==> src/sv/hsps_pkg.sv <==
// Shared types, constants and helpers for the hard sphere step block.
// No dependencies; used by hsps_div, hsps_ctrl, the top level and the testbench.
`timescale 1ns / 1ps
package hsps_pkg;
	localparam int MAX_PARTICLES_DEF = 64;

	// op codes carried in s_tuser
	localparam logic [1:0] OP_WRITE = 2'd0;
	localparam logic [1:0] OP_STEP  = 2'd1;
	localparam logic [1:0] OP_READ  = 2'd2;

	// configuration register indexes
	localparam logic [2:0] CFG_IN_USE = 3'd0;
	localparam logic [2:0] CFG_BOX_W  = 3'd1;
	localparam logic [2:0] CFG_BOX_H  = 3'd2;
	localparam logic [2:0] CFG_BOX_D  = 3'd3;
	localparam logic [2:0] CFG_RADIUS = 3'd4;
	localparam logic [2:0] CFG_DT     = 3'd5;

	// beat layout
	localparam int TD_IN_W  = 200;
	localparam int TD_OUT_W = 232;
	localparam int IDX_LSB  = 0;
	localparam int POS_LSB  = 6;
	localparam int VEL_LSB  = 102;
	localparam int COLL_LSB = 198;
	localparam int VEC_W    = 96;

	// divider sizes
	localparam int NUM_W = 98;
	localparam int DEN_W = 64;
	localparam int QUO_W = 41;

	typedef struct packed {
		logic [6:0]  in_use;
		logic [30:0] box_w;
		logic [30:0] box_h;
		logic [30:0] box_d;
		logic [30:0] radius;
		logic [31:0] dt;
	} cfg_t;

	typedef struct packed {
		logic             start;
		logic [NUM_W-1:0] num;
		logic [DEN_W-1:0] den;
	} div_req_t;

	typedef struct packed {
		logic             busy;
		logic [QUO_W-1:0] quo;
	} div_rsp_t;

	function automatic logic [31:0] sat32(input logic signed [49:0] v);
		logic [31:0] r;
		if (v > 50'sd2147483647) r = 32'h7fff_ffff;
		else if (v < -50'sd2147483648) r = 32'h8000_0000;
		else r = v[31:0];
		return r;
	endfunction

	function automatic logic [31:0] mag33(input logic signed [32:0] v);
		logic [32:0] t;
		t = v[32] ? (~v + 33'd1) : v;
		return t[31:0];
	endfunction

	function automatic logic [31:0] mag32(input logic [31:0] v);
		return v[31] ? (~v + 32'd1) : v;
	endfunction

	function automatic logic [63:0] sat_add64(input logic [63:0] a, input logic [63:0] b);
		logic [64:0] s;
		s = {1'b0, a} + {1'b0, b};
		return s[64] ? {64{1'b1}} : s[63:0];
	endfunction
endpackage

==> src/sv/hsps_div.sv <==
// Restoring divider, one quotient bit per cycle, quotient clamped to 2^40.
// Depends on hsps_pkg.
`timescale 1ns / 1ps
module hsps_div (
	input  logic               clk,
	input  logic               arst_n,
	input  hsps_pkg::div_req_t req,
	output hsps_pkg::div_rsp_t rsp
);
	localparam int NW = hsps_pkg::NUM_W;
	localparam int DW = hsps_pkg::DEN_W;
	localparam int QW = hsps_pkg::QUO_W;
	localparam int CW = $clog2(NW + 1);

	logic          busy_q;
	logic [CW-1:0] cnt_q;
	logic [NW-1:0] num_q;
	logic [DW-1:0] den_q;
	logic [DW-1:0] rem_q;
	logic [QW-1:0] quo_q;
	logic          ovf_q;
	logic [DW:0]   sh;
	logic [DW:0]   diff;
	logic          ge;

	assign sh   = {rem_q, num_q[NW-1]};
	assign ge   = sh >= {1'b0, den_q};
	assign diff = sh - {1'b0, den_q};

	always_ff @(posedge clk or negedge arst_n) begin
		if (!arst_n) begin
			busy_q <= 1'b0;
			cnt_q  <= '0;
		end else if (req.start) begin
			busy_q <= 1'b1;
			cnt_q  <= CW'(NW);
		end else if (busy_q) begin
			cnt_q <= cnt_q - CW'(1);
			if (cnt_q == CW'(1)) busy_q <= 1'b0;
		end
	end

	always_ff @(posedge clk) begin
		if (req.start) begin
			num_q <= req.num;
			den_q <= req.den;
			rem_q <= '0;
			quo_q <= '0;
			ovf_q <= 1'b0;
		end else if (busy_q) begin
			num_q <= {num_q[NW-2:0], 1'b0};
			rem_q <= ge ? diff[DW-1:0] : sh[DW-1:0];
			quo_q <= {quo_q[QW-2:0], ge};
			ovf_q <= ovf_q | quo_q[QW-1];
		end
	end

	// anything above 2^40 reads as 2^40
	always_comb begin
		rsp.busy = busy_q;
		if (ovf_q || (quo_q[QW-1] && (|quo_q[QW-2:0]))) rsp.quo = {1'b1, {(QW-1){1'b0}}};
		else rsp.quo = quo_q;
	end
endmodule

==> config.mk <==
export PLATFORM = sky130hd
export DESIGN_NAME = hsps_div
export DESIGN_NICKNAME = d
export VERILOG_FILES = /design/src/sv/hsps_pkg.sv /design/src/sv/hsps_div.sv
export SDC_FILE = /design/constraint.sdc
export NUM_CORES = 1
export LEC_CHECK = 0
export BUFFER_PORTS_ARGS = -buffer_cell sky130_fd_sc_hd__buf_2
export CORE_UTILIZATION = 55
export DETAILED_ROUTE_END_ITERATION = 12
export HOLD_SLACK_MARGIN = 0.12
export PLACE_DENSITY_LB_ADDON = 0.12
export SYNTH_ARGS = -nofsm -noshare
export SYNTH_HDL_FRONTEND = slang
export SYNTH_SLANG_ARGS = --single-unit
==> constraint.sdc <==
create_clock -name clk -period 9.6 [get_ports clk]
set_input_delay 1.44 -clock clk [delete_from_list [all_inputs] [get_ports clk]]
set_output_delay 1.44 -clock clk [all_outputs]
set_load 0.02 [all_outputs]
==> metrics, run 1 <==
status finished clean; Worst-path clk slew 0.07 ns; slew margin rel. 36.5%; GR Overflow Total 0; hold_ws 0.498 ns; flop2flop setup slack 5.21 ns; Final HPWL DP 22.5 mm; Rows 60; P_leak 7.54 nW; CTS Root Cell clkbuf_16; register area share after synthesis 47.9%; ys flop type edfxtp_1; top-area cell type share of the netlist area 32.4%; number of global-route vias before repair 10900; H-tree depth 1; routed length per placed instance 16.3 um; CP endpoint kind register; Cell Count, Final, Fillers Out 2007; Final Cycle Share 45.7%; Via-to-Cell Ratio 5.63; peak fanout along the critical path 40; starting DRC count in detailed routing 770; Residual DRC 0; Die Y 167 um; WP data required 10.06 ns; initial antenna violation count 5; Post-Syn Area 0.0150 mm^2; final hold vios 0; CTS tree done; Worst Hold Launch rem_q[27]$_SDFFE_PP0P_; gp weighted congestion 0.911; die width 167 um; IO Count 207; WL final 32.6 mm; Synth area leaders edfxtp_1, dfxtp_1, mux2_2; Hold Path Class register to register; syn nets 1702; syn_area_per_cell 10.2 um^2; Nets 1868; yosys warns 0; Post-Syn Instances 1470; Total Routing Usage GR 23.2%; final setup TNS 0 ns; Worst Max-Slew Pin Slew 0.928 ns; Vias 11300; fraction of layout cells with a size suffix above 1 23.5%; pwr dens 238 mW/mm^2; Post-synth EDFFs 162; drt pass-1 iters 5; most common cell after layout, fill and taps aside buf_2; reg2reg path depth 13; R2R Path End rem_q[6]$_SDFFE_PP0P_; antenna-violating nets left 0; f_max 228 MHz; Initial Utilization 55.9%; commonest non-fill, non-tap cells in the layout buf_2, edfxtp_1, nand2_1; Final Skew 0.0113 ns; Placed Cells 1944; die area 0.0280 mm^2; max cap viols 0; PortBufs 206; post-CTS sizing 0; post-CTS setup buffers 0; Hold Buf Count CTS 0; worst-case clock buffer depth 3; Worst-Skew Late Latency 0.57 ns; ys async rst share 2.90%; CP startpoint kind register; CTS Buf Count 31; max-slew violations 0; crit path DAT 4.85 ns; VDD IR max 0.144 mV; hold depth 2; crit path kind register to register; Yosys cell types 68; # setup viols final 0; largest net degree at the start of global routing 91; Reg-to-Reg Start den_q[6]$_DFFE_PP_; Synth Register Bits 276; Clock Sinks 276; area grow syn2layout 14.8%; total core area 0.0269 mm^2; first-pass GRT wire length 53.7 mm; worst-case hold path end point rem_q[28]$_SDFFE_PP0P_; utilization after layout 64.2%; top cell type by total area after synthesis edfxtp_1; Tmin final 4.39 ns; RSZ-0062 raised after global routing false
cell families after synthesis:
logic type,Yosys count,synth area share [%]
muxes,140,10.1
buffers and inverters,168,4.51
adders and majority gates,67,5.63
AOI/OAI and AO/OA,314,14.7
and+or+nand+nor,443,13.6
DFF,276,47.9
xor gates and xnor gates,62,3.62
registers in the layout (all words and copies together) (netlist names):
name and cells:
num_q 98, cnt_q 7, rem_q 64, quo_q 41, ovf_q 1, den_q 64
busy_q 1
layout make-up:
cell class / count / area (um^2)
antenna: 5 / 12.5
multi-input combinational: 1026 / 7170
tap: 341 / 427
clock inverter: 18 / 169
clock buffer: 40 / 840
inverter: 86 / 324
sequential: 276 / 7190
timing repair buffer: 215 / 1110
fill: 2229 / 9630
synthesized netlist by cell type (all sizes together) (7+ instances only):
master	number
nand2b	9
a21o	31
nor4	17
buf	20
nand4	20
xor2	20
nor2	141
a31oi	10
nor2b	9
dfxtp	106
clkbuf	62
nand2	142
ha	66
a22oi	7
o211ai	8
o21ai	56
edfxtp	162
nor3	18
a211oi	18
a311oi	41
and2	48
mux2	97
inv	86
nand3	21
dfrtp	8
mux2i	43
a21oi	89
o21bai	15
xnor2	42
per-stage QoR:
step           worst slack (ns)  total power (W)  instance area [um^2]
2_1_floorplan              5.11          0.00264                 15000
3_3_place_gp               5.39          0.00292                 16200
3_5_place_dp               5.24          0.00294                 16200
4_1_cts                    5.21          0.00412                 17200
5_1_grt                    4.96          0.00435                 17200
6_report                   5.21          0.00411                 17200
worst max-delay path by stage:
stage / start / end / cells past startpoint
after floorplan: req[162] / num_q[0]$_SDFFCE_PN0P_ / 4
after global placement: den_q[6]$_DFFE_PP_ / rem_q[15]$_SDFFE_PP0P_ / 14
after detailed placement: den_q[6]$_DFFE_PP_ / rem_q[6]$_SDFFE_PP0P_ / 13
after CTS: den_q[6]$_DFFE_PP_ / rem_q[6]$_SDFFE_PP0P_ / 13
after global routing: den_q[6]$_DFFE_PP_ / rem_q[6]$_SDFFE_PP0P_ / 13
final: den_q[6]$_DFFE_PP_ / rem_q[6]$_SDFFE_PP0P_ / 13
layer usage:
metal	GRT usage [%]	share of wire [%]	vias up	routed length, um
li1	-	-	5645	-
met1	32.0	47	5288	15200
met2	36.6	44	302	14300
met3	5.39	7.0	53	2280
met4	6.14	2.4	2	778
met5	0	0.040	-	13
critical path, stage by stage (launching register included):
cell	delay [ns]
edfxtp_1	0.32
inv_1	0.05
ha_1	0.36
a21o_1	0.16
a31oi_1	0.08
o21ai_0	0.35
a221oi_1	0.24
a31o_2	0.34
o31ai_4	0.39
a41oi_4	0.22
o31ai_4	0.77
buf_4	0.53
nand2_1	0.12
a311oi_1	0.32
report_power, final:
group	internal (W)	switching (W)	total, W	leakage, nW
clock network	0.000674	0.000492	0.00117	0.480
logic	0.000566	0.000832	0.00140	4.44
registers	0.00143	0.000108	0.00154	2.61
No activity file was read; power rests on OpenSTA's default activity.
==> inputs of run 2 (changes only) <==
ABC_AREA = 1   (was unset)
clock period = 4.2 ns   (was 9.6 ns; I/O delays follow)
==> run 2 against run 1 <==
Final cell count grew 53%. Clock power grew 150%. Critical path depth grew 1. Combinational power grew to 3.8 times the previous value. Register-to-register slack lost 4.4 ns. Via count grew 38%. Synthesized cell count grew 68%. First-iteration DRC count grew 26%. Non-clock buffer count grew 3. Fmax grew 30%. Highest routed layer unchanged.
==> metrics, run 2 <==
area grow syn2layout 14.4%; most numerous cell in the Yosys netlist nand2_1; post-CTS sizing 0 (unchanged); routed length per placed instance 15.1 um (-7.2%); syn nets 2702 (+59%); placed cell area 0.0182 mm^2 (+12%); Synth area leaders edfxtp_1, nand2_1, dfxtp_1; Biggest register num_q; GR Overflow Total 0 (unchanged); final hold vios 0 (unchanged); Regs by FF count num_q (98), den_q (64), rem_q (64); Hold Buf Count CTS 1 (+1); Post-Syn Area 0.0169 mm^2 (+12%); ys flop type edfxtp_1; Tmin final 3.36 ns (-1.02 ns); syn_area_per_cell 6.83 um^2 (-33%); Clock Sinks 276 (unchanged); Cell Count, Final, Fillers Out 3069 (+53%); P_leak 10.4 nW (+37%); CP peak stage delay 0.48 ns (-0.29 ns); register area share after synthesis 42.6% (-5.2 points); CP Cell Sequence inv_1 -> ha_1 -> nand2_1 -> inv_1 -> a21oi_1 -> nand2_1 -> a21oi_1 -> nand2_1 -> nor2_4 -> nand2_4 -> inv_4 -> nor2_1 -> nor2_1 -> nor2_1; top cell type by total area after synthesis edfxtp_1; total core area 0.0299 mm^2 (+11%); Worst-Skew Late Latency 0.58 ns (about the same); max cap viols 0 (unchanged); CP startpoint kind register; WL final 46.3 mm (+42%); CP endpoint kind register; met3 Usage GRT 4.55% (-0.84 points); Crit-path slowest cell inv_4; max-slew violations 0 (unchanged); Hold Path Class input port to register; multi-input logic area 0.00774 mm^2 (+7.9%); largest net degree at the start of global routing 91 (unchanged); first-pass GRT wire length 74.3 mm (+38%); Fill cells 2772 (+24%); Yosys cell types 48 (-29%); ys async rst share 2.90% (unchanged); Via-to-Cell Ratio 5.07 (-9.8%); flop2flop setup slack 0.84 ns (-4.38 ns); pwr dens 611 mW/mm^2 (+160%); PortBufs 206 (unchanged); initial antenna violation count 5 (unchanged); commonest non-fill, non-tap cells in the layout nand2_1, inv_1, nor2_1; Final Skew 0.0183 ns (+0.00701 ns); GR Util met1 39.5% (+7.4 points); Synth Register Bits 276 (unchanged); IO Count 207 (unchanged); VDD IR max 0.435 mV (+200%); Final HPWL DP 35.1 mm (+56%); yosys warns 0 (unchanged); Post-synth EDFFs 162 (unchanged); post-CTS setup buffers 0 (unchanged); gp weighted congestion 1.02 (+12%); die area 0.0314 mm^2 (+12%); crit path kind register to register; CTS tree done; Initial Utilization 56.5% (+0.58 points); Worst Max-Slew Pin Slew 1.23 ns (+0.302 ns); Worst-path clk slew 0.06 ns (about the same); slew margin rel. 17.9% (-19 points); drt pass-1 iters 5 (unchanged); worst-case clock buffer depth 3 (unchanged); status finished clean; Placed Cells 3010 (+55%); CTS Root Cell clkbuf_16; H-tree depth 1 (unchanged); WP data required 4.63 ns (-5.43 ns); fraction of layout cells with a size suffix above 1 11.0% (-13 points); Residual DRC 0 (unchanged); RSZ-0062 raised after global routing false; most common cell after layout, fill and taps aside nand2_1; hold_ws 0.219 ns (-0.278 ns); Die Y 177 um (+5.9%); commonest cells in the netlist nand2_1, inv_1, nor2_1; Final Cycle Share 80.1% (+34 points); # setup viols final 0 (unchanged); gr busiest metal met2; top-area cell type share of the netlist area 28.8% (-3.6 points); Post-Syn Instances 2470 (+68%); Post-Layout Inst Area 0.0193 mm^2 (+12%); crit path DAT 3.79 ns (-1.06 ns); die width 177 um (+5.9%); antenna-violating nets left 0 (unchanged); f_max 297 MHz (+30%); Total Routing Usage GR 29.7% (+6.5 points); Largest register FFs 98 (unchanged); met2 GRT Util 49.9% (+13 points); number of global-route vias before repair 15100 (+38%); final setup TNS 0 ns (unchanged); peak fanout along the critical path 35 (-13%); utilization after layout 64.6% (+0.43 points); CTS Buf Count 29 (-6.5%); Storage cell area 0.00719 mm^2 (about the same); starting DRC count in detailed routing 970 (+26%); Rows 63 (+5.0%); Nets 2884 (+54%); Vias 15600 (+38%)
[run 2: cell types whose count changed after synthesis, moves of 19 or more]
cell,before,now
mux2_2,97,0
a311oi_1,26,0
nor2_1,141,274
inv_1,86,429
o22ai_1,2,40
xor2_1,20,1
and2_1,48,1
mux2i_1,43,0
nand2_1,142,953
a21o_1,31,2
a21oi_1,89,65
xnor2_1,42,16
nand3_1,21,127
[run 2: path summary, 6_finish.rpt]
path | from | end | cells past startpoint
setup / recovery | den_q[56]$_DFFE_PP_ | rem_q[45]$_SDFFE_PP0P_ | 14
hold / removal | req[37] | den_q[37]$_DFFE_PP_ | 1
setup reg to reg | den_q[56]$_DFFE_PP_ | rem_q[45]$_SDFFE_PP0P_ | 14
hold reg to reg | rem_q[52]$_SDFFE_PP0P_ | rem_q[52]$_SDFFE_PP0P_ | 2
max in group asynchronous | arst_n | cnt_q[1]$_DFFE_PN0P_ | 2
min in group asynchronous | arst_n | cnt_q[4]$_DFFE_PN0P_ | 2
[run 2: per-layer routing]
metal	up-vias	share of wire [%]
li1	8020	-
met3	63	6.2
met4	4	2.6
met1	7038	45
met5	-	0.050
met2	446	46
[run 2: cells by family after synthesis]
kind of cell	count (synthesis)	synth area share [%]
XOR/XNOR	17	0.883
buffers and inverters	503	11.6
adder cells (fa/ha/maj)	67	5.01
flip-flops	276	42.6
AO/OA/AOI/OAI	189	6.33
AND/OR/NAND/NOR	1418	33.6
[run 2: power breakdown]
part / internal (W) / leakage (nW) / total (W) / switching, W
Clock: 0.00179 / 0.530 / 0.00288 / 0.00109
Sequential: 0.00333 / 2.66 / 0.00358 / 0.000255
Combinational: 0.00174 / 7.16 / 0.00533 / 0.00359
[run 2: per-stage QoR]
stage / setup slack, ns / total power, W
global placement: 0.969 / 0.00881
global route: 0.574 / 0.0127
CTS: 0.815 / 0.0118
detailed placement: 0.882 / 0.00888
finish: 0.836 / 0.0118
floorplan: 0.0614 / 0.00753
[run 2: cell type report]
| type | instances | share of cell area, % |
|---|---|---|
| sequential | 276 | 37.2 |
| tap | 390 | 2.53 |
| clock buffer | 38 | 4.20 |
| inverter | 436 | 8.51 |
| antenna | 4 | 0.0519 |
| timing repair buffer | 218 | 5.99 |
| multi-input combinational | 1691 | 40.1 |
| clock inverter | 16 | 1.38 |
[run 2: worst max-delay path, delay by kind of cell, from the launching register on]
family / cells / cell delay (ns)
and+or+nand+nor: 8 / 1.46
adders and majority gates: 1 / 0.35
DFF: 1 / 0.33
buffers and inverters: 3 / 0.59
AOI/OAI and AO/OA: 2 / 0.47
==> inputs of run 3 (changes only) <==
ABC_AREA = 0   (was 1)
clock period = 3.1 ns   (was 4.2 ns; I/O delays follow)
==> run 3 against run 2 <==
The run now ends with setup timing left. Largest power group unchanged. Count of clock-buffer cells in the layout grew 9. Non-clock buffer count grew 234. Sequential share of layout area is 0.79 points lower. Critical endpoint is now rem_q[38]$_SDFFE_PP0P_.
==> metrics, run 3 (synthesis results as in run 1) <==
status finished with violations; failing checks setup timing; Hold Path Class input port to register; crit-path most repeated cell a211oi_1; Tmin final 3.23 ns (-0.130 ns); slew margin rel. 34.0% (+16 points); Total Routing Usage GR 25.8% (-3.8 points); crit path to rem_q[38]$_SDFFE_PP0P_; Via-to-Cell Ratio 5.54 (+9.2%); crit path kind register to register; P_leak 8.82 nW (-15%); Worst-Skew Late Latency 0.56 ns (-0.02 ns); f_max 309 MHz (+4.0%); gp weighted congestion 0.972 (-4.7%); Residual DRC 0 (unchanged); CP endpoint kind register; die area 0.0280 mm^2 (-11%); IO Count 207 (unchanged); final worst setup slack -0.134 ns (-0.970 ns); pre-CTS setup slack -0.385 ns (-1.27 ns); routed length per placed instance 16.7 um (+11%); R2R Path End rem_q[38]$_SDFFE_PP0P_; most common cell after layout, fill and taps aside buf_2; GR Overflow Total 0 (unchanged); Final Cycle Share 104% (+24 points); fraction of layout cells with a size suffix above 1 33.1% (+22 points); Crit-path slowest cell edfxtp_1; CTS Buf Count 29 (unchanged); Worst-path clk slew 0.06 ns (about the same); VDD IR max 0.538 mV (+24%); Biggest register num_q; WP data required 3.55 ns (-1.08 ns); H-tree depth 1 (unchanged); Fill cells 1998 (-28%); utilization after layout 73.4% (+8.8 points); commonest non-fill, non-tap cells in the layout buf_2, edfxtp_1, buf_4; Rows 60 (-4.8%); pwr dens 740 mW/mm^2 (+21%); Clock Sinks 276 (unchanged); Post-Layout Inst Area 0.0197 mm^2 (+2.2%); die width 167 um (-5.6%); flop2flop setup slack -0.13 ns (-0.97 ns); Regs by FF count num_q (98), den_q (64), rem_q (64); # setup viols final 56 (+56); largest net degree at the start of global routing 169 (+86%); Initial Utilization 55.9% (-0.58 points); WL final 37.5 mm (-19%); Final HPWL DP 24.8 mm (-29%); Die Y 167 um (-5.6%); hold_ws 0.201 ns (-0.0186 ns); CP startpoint kind register; reg2reg path depth 14 (unchanged); area grow syn2layout 31.3%; max cap viols 0 (unchanged); worst-case clock buffer depth 3 (unchanged); Final Skew 0.0168 ns (-0.00146 ns); crit path DAT 3.68 ns (-0.11 ns); Worst Max-Slew Pin Slew 0.990 ns (-0.241 ns); peak fanout along the critical path 10 (-71%); PortBufs 206 (unchanged); placed cell area 0.0174 mm^2 (-4.2%); CTS Root Cell clkbuf_16; initial antenna violation count 4 (-1); RSZ-0062 raised after global routing true; number of global-route vias before repair 12200 (-19%); first-pass GRT wire length 59.6 mm (-20%); max-slew violations 0 (unchanged); antenna-violating nets left 0 (unchanged); Critical Path Start den_q[42]$_DFFE_PP_; drt pass-1 iters 5 (unchanged); CTS tree done; final hold vios 0 (unchanged); Largest register FFs 98 (unchanged); Reg-to-Reg Start den_q[42]$_DFFE_PP_; CP peak stage delay 0.37 ns (-0.11 ns); total core area 0.0269 mm^2 (-10%); Nets 2103 (-27%); Vias 12400 (-20%); CP Cell Sequence inv_1 -> ha_1 -> a211oi_1 -> o21bai_1 -> a211oi_1 -> o21ai_0 -> a31oi_1 -> o21ai_1 -> a41oi_4 -> o31a_4 -> buf_8 -> buf_4 -> nand2_1 -> a311oi_2; starting DRC count in detailed routing 827 (-15%)
[run 3: cell count changes in the layout (fill, tap and decap cells not counted), sizes merged, moves of 26 or more]
cell,before,now
inv,437,86
o22ai,40,2
dlygate4sd3,1,65
mux2i,0,43
a311oi,0,41
and2,1,48
nand3,129,21
nor2,285,141
nand2,957,142
xnor2,16,42
a21o,2,31
buf,217,384
mux2,0,97
[run 3: power breakdown]
| group | switching, W | leakage (nW) | internal (W) |
|---|---|---|---|
| logic | 0.00328 | 5.75 | 0.00313 |
| clock network | 0.00143 | 0.461 | 0.00197 |
| registers | 0.000337 | 2.61 | 0.00444 |
[run 3: critical path, delay by kind of cell (launching register included)]
kind	cells	cell delay, ns
AOI/OAI and AO/OA	9	2.11
and+or+nand+nor	1	0.06
DFF	1	0.37
buffers and inverters	3	0.38
adders and majority gates	1	0.23
[run 3: worst min path at each step]
stage / slack, ns / start / endpoint / cells after the start
2_1_floorplan: 0.17 / arst_n / busy_q$_DFF_PN0_ / 0
3_3_place_gp: 0.32 / arst_n / cnt_q[4]$_DFFE_PN0P_ / 1
3_5_place_dp: 0.32 / arst_n / cnt_q[4]$_DFFE_PN0P_ / 1
4_1_cts: 0.18 / req[64] / num_q[0]$_SDFFCE_PN0P_ / 2
5_1_grt: 0.19 / req[64] / num_q[0]$_SDFFCE_PN0P_ / 2
6_report: 0.20 / req[64] / num_q[0]$_SDFFCE_PN0P_ / 2
[run 3: cell type report]
| class | instances | area, um^2 | share of cell area, % |
|---|---|---|---|
| antenna | 4 | 10.0 | 0.0508 |
| timing repair buffer | 452 | 3240 | 16.4 |
| sequential | 276 | 7190 | 36.5 |
| clock buffer | 47 | 896 | 4.54 |
| inverter | 86 | 327 | 1.66 |
| clock inverter | 7 | 45.0 | 0.228 |
| tap | 341 | 427 | 2.16 |
| multi-input combinational | 1026 | 7580 | 38.5 |
[run 3: stage by stage]
| step | std cells | TNS (ns) | power [W] |
|---|---|---|---|
| 2_1_floorplan | 1470 | 0 | 0.00818 |
| 3_3_place_gp | 2093 | -3.35 | 0.0101 |
| 3_5_place_dp | 2093 | -9.38 | 0.0102 |
| 4_1_cts | 2222 | -1.16 | 0.0140 |
| 5_1_grt | 2239 | -15.03 | 0.0154 |
| 6_report | 2239 | -5.01 | 0.0146 |
[run 3: what timing repair did]
action / CTS / global route
gates resized for setup: 64 / 45
setup endpoints to repair: 65 / 65
setup buffers: 9 / 9
pin swaps: 35 / 14
hold buffers: 65 / 0
gates cloned: 1 / 4
endpoints found under the hold margin: 72 / 0
[run 3: metal layers]
metal,routed length [um],vias to the layer above,GRT usage (%)
met5,0,-,0
met4,1010,0,8.02
met3,2000,73,3.78
met2,18000,351,44.2
met1,16500,5864,33.8
li1,-,6117,-
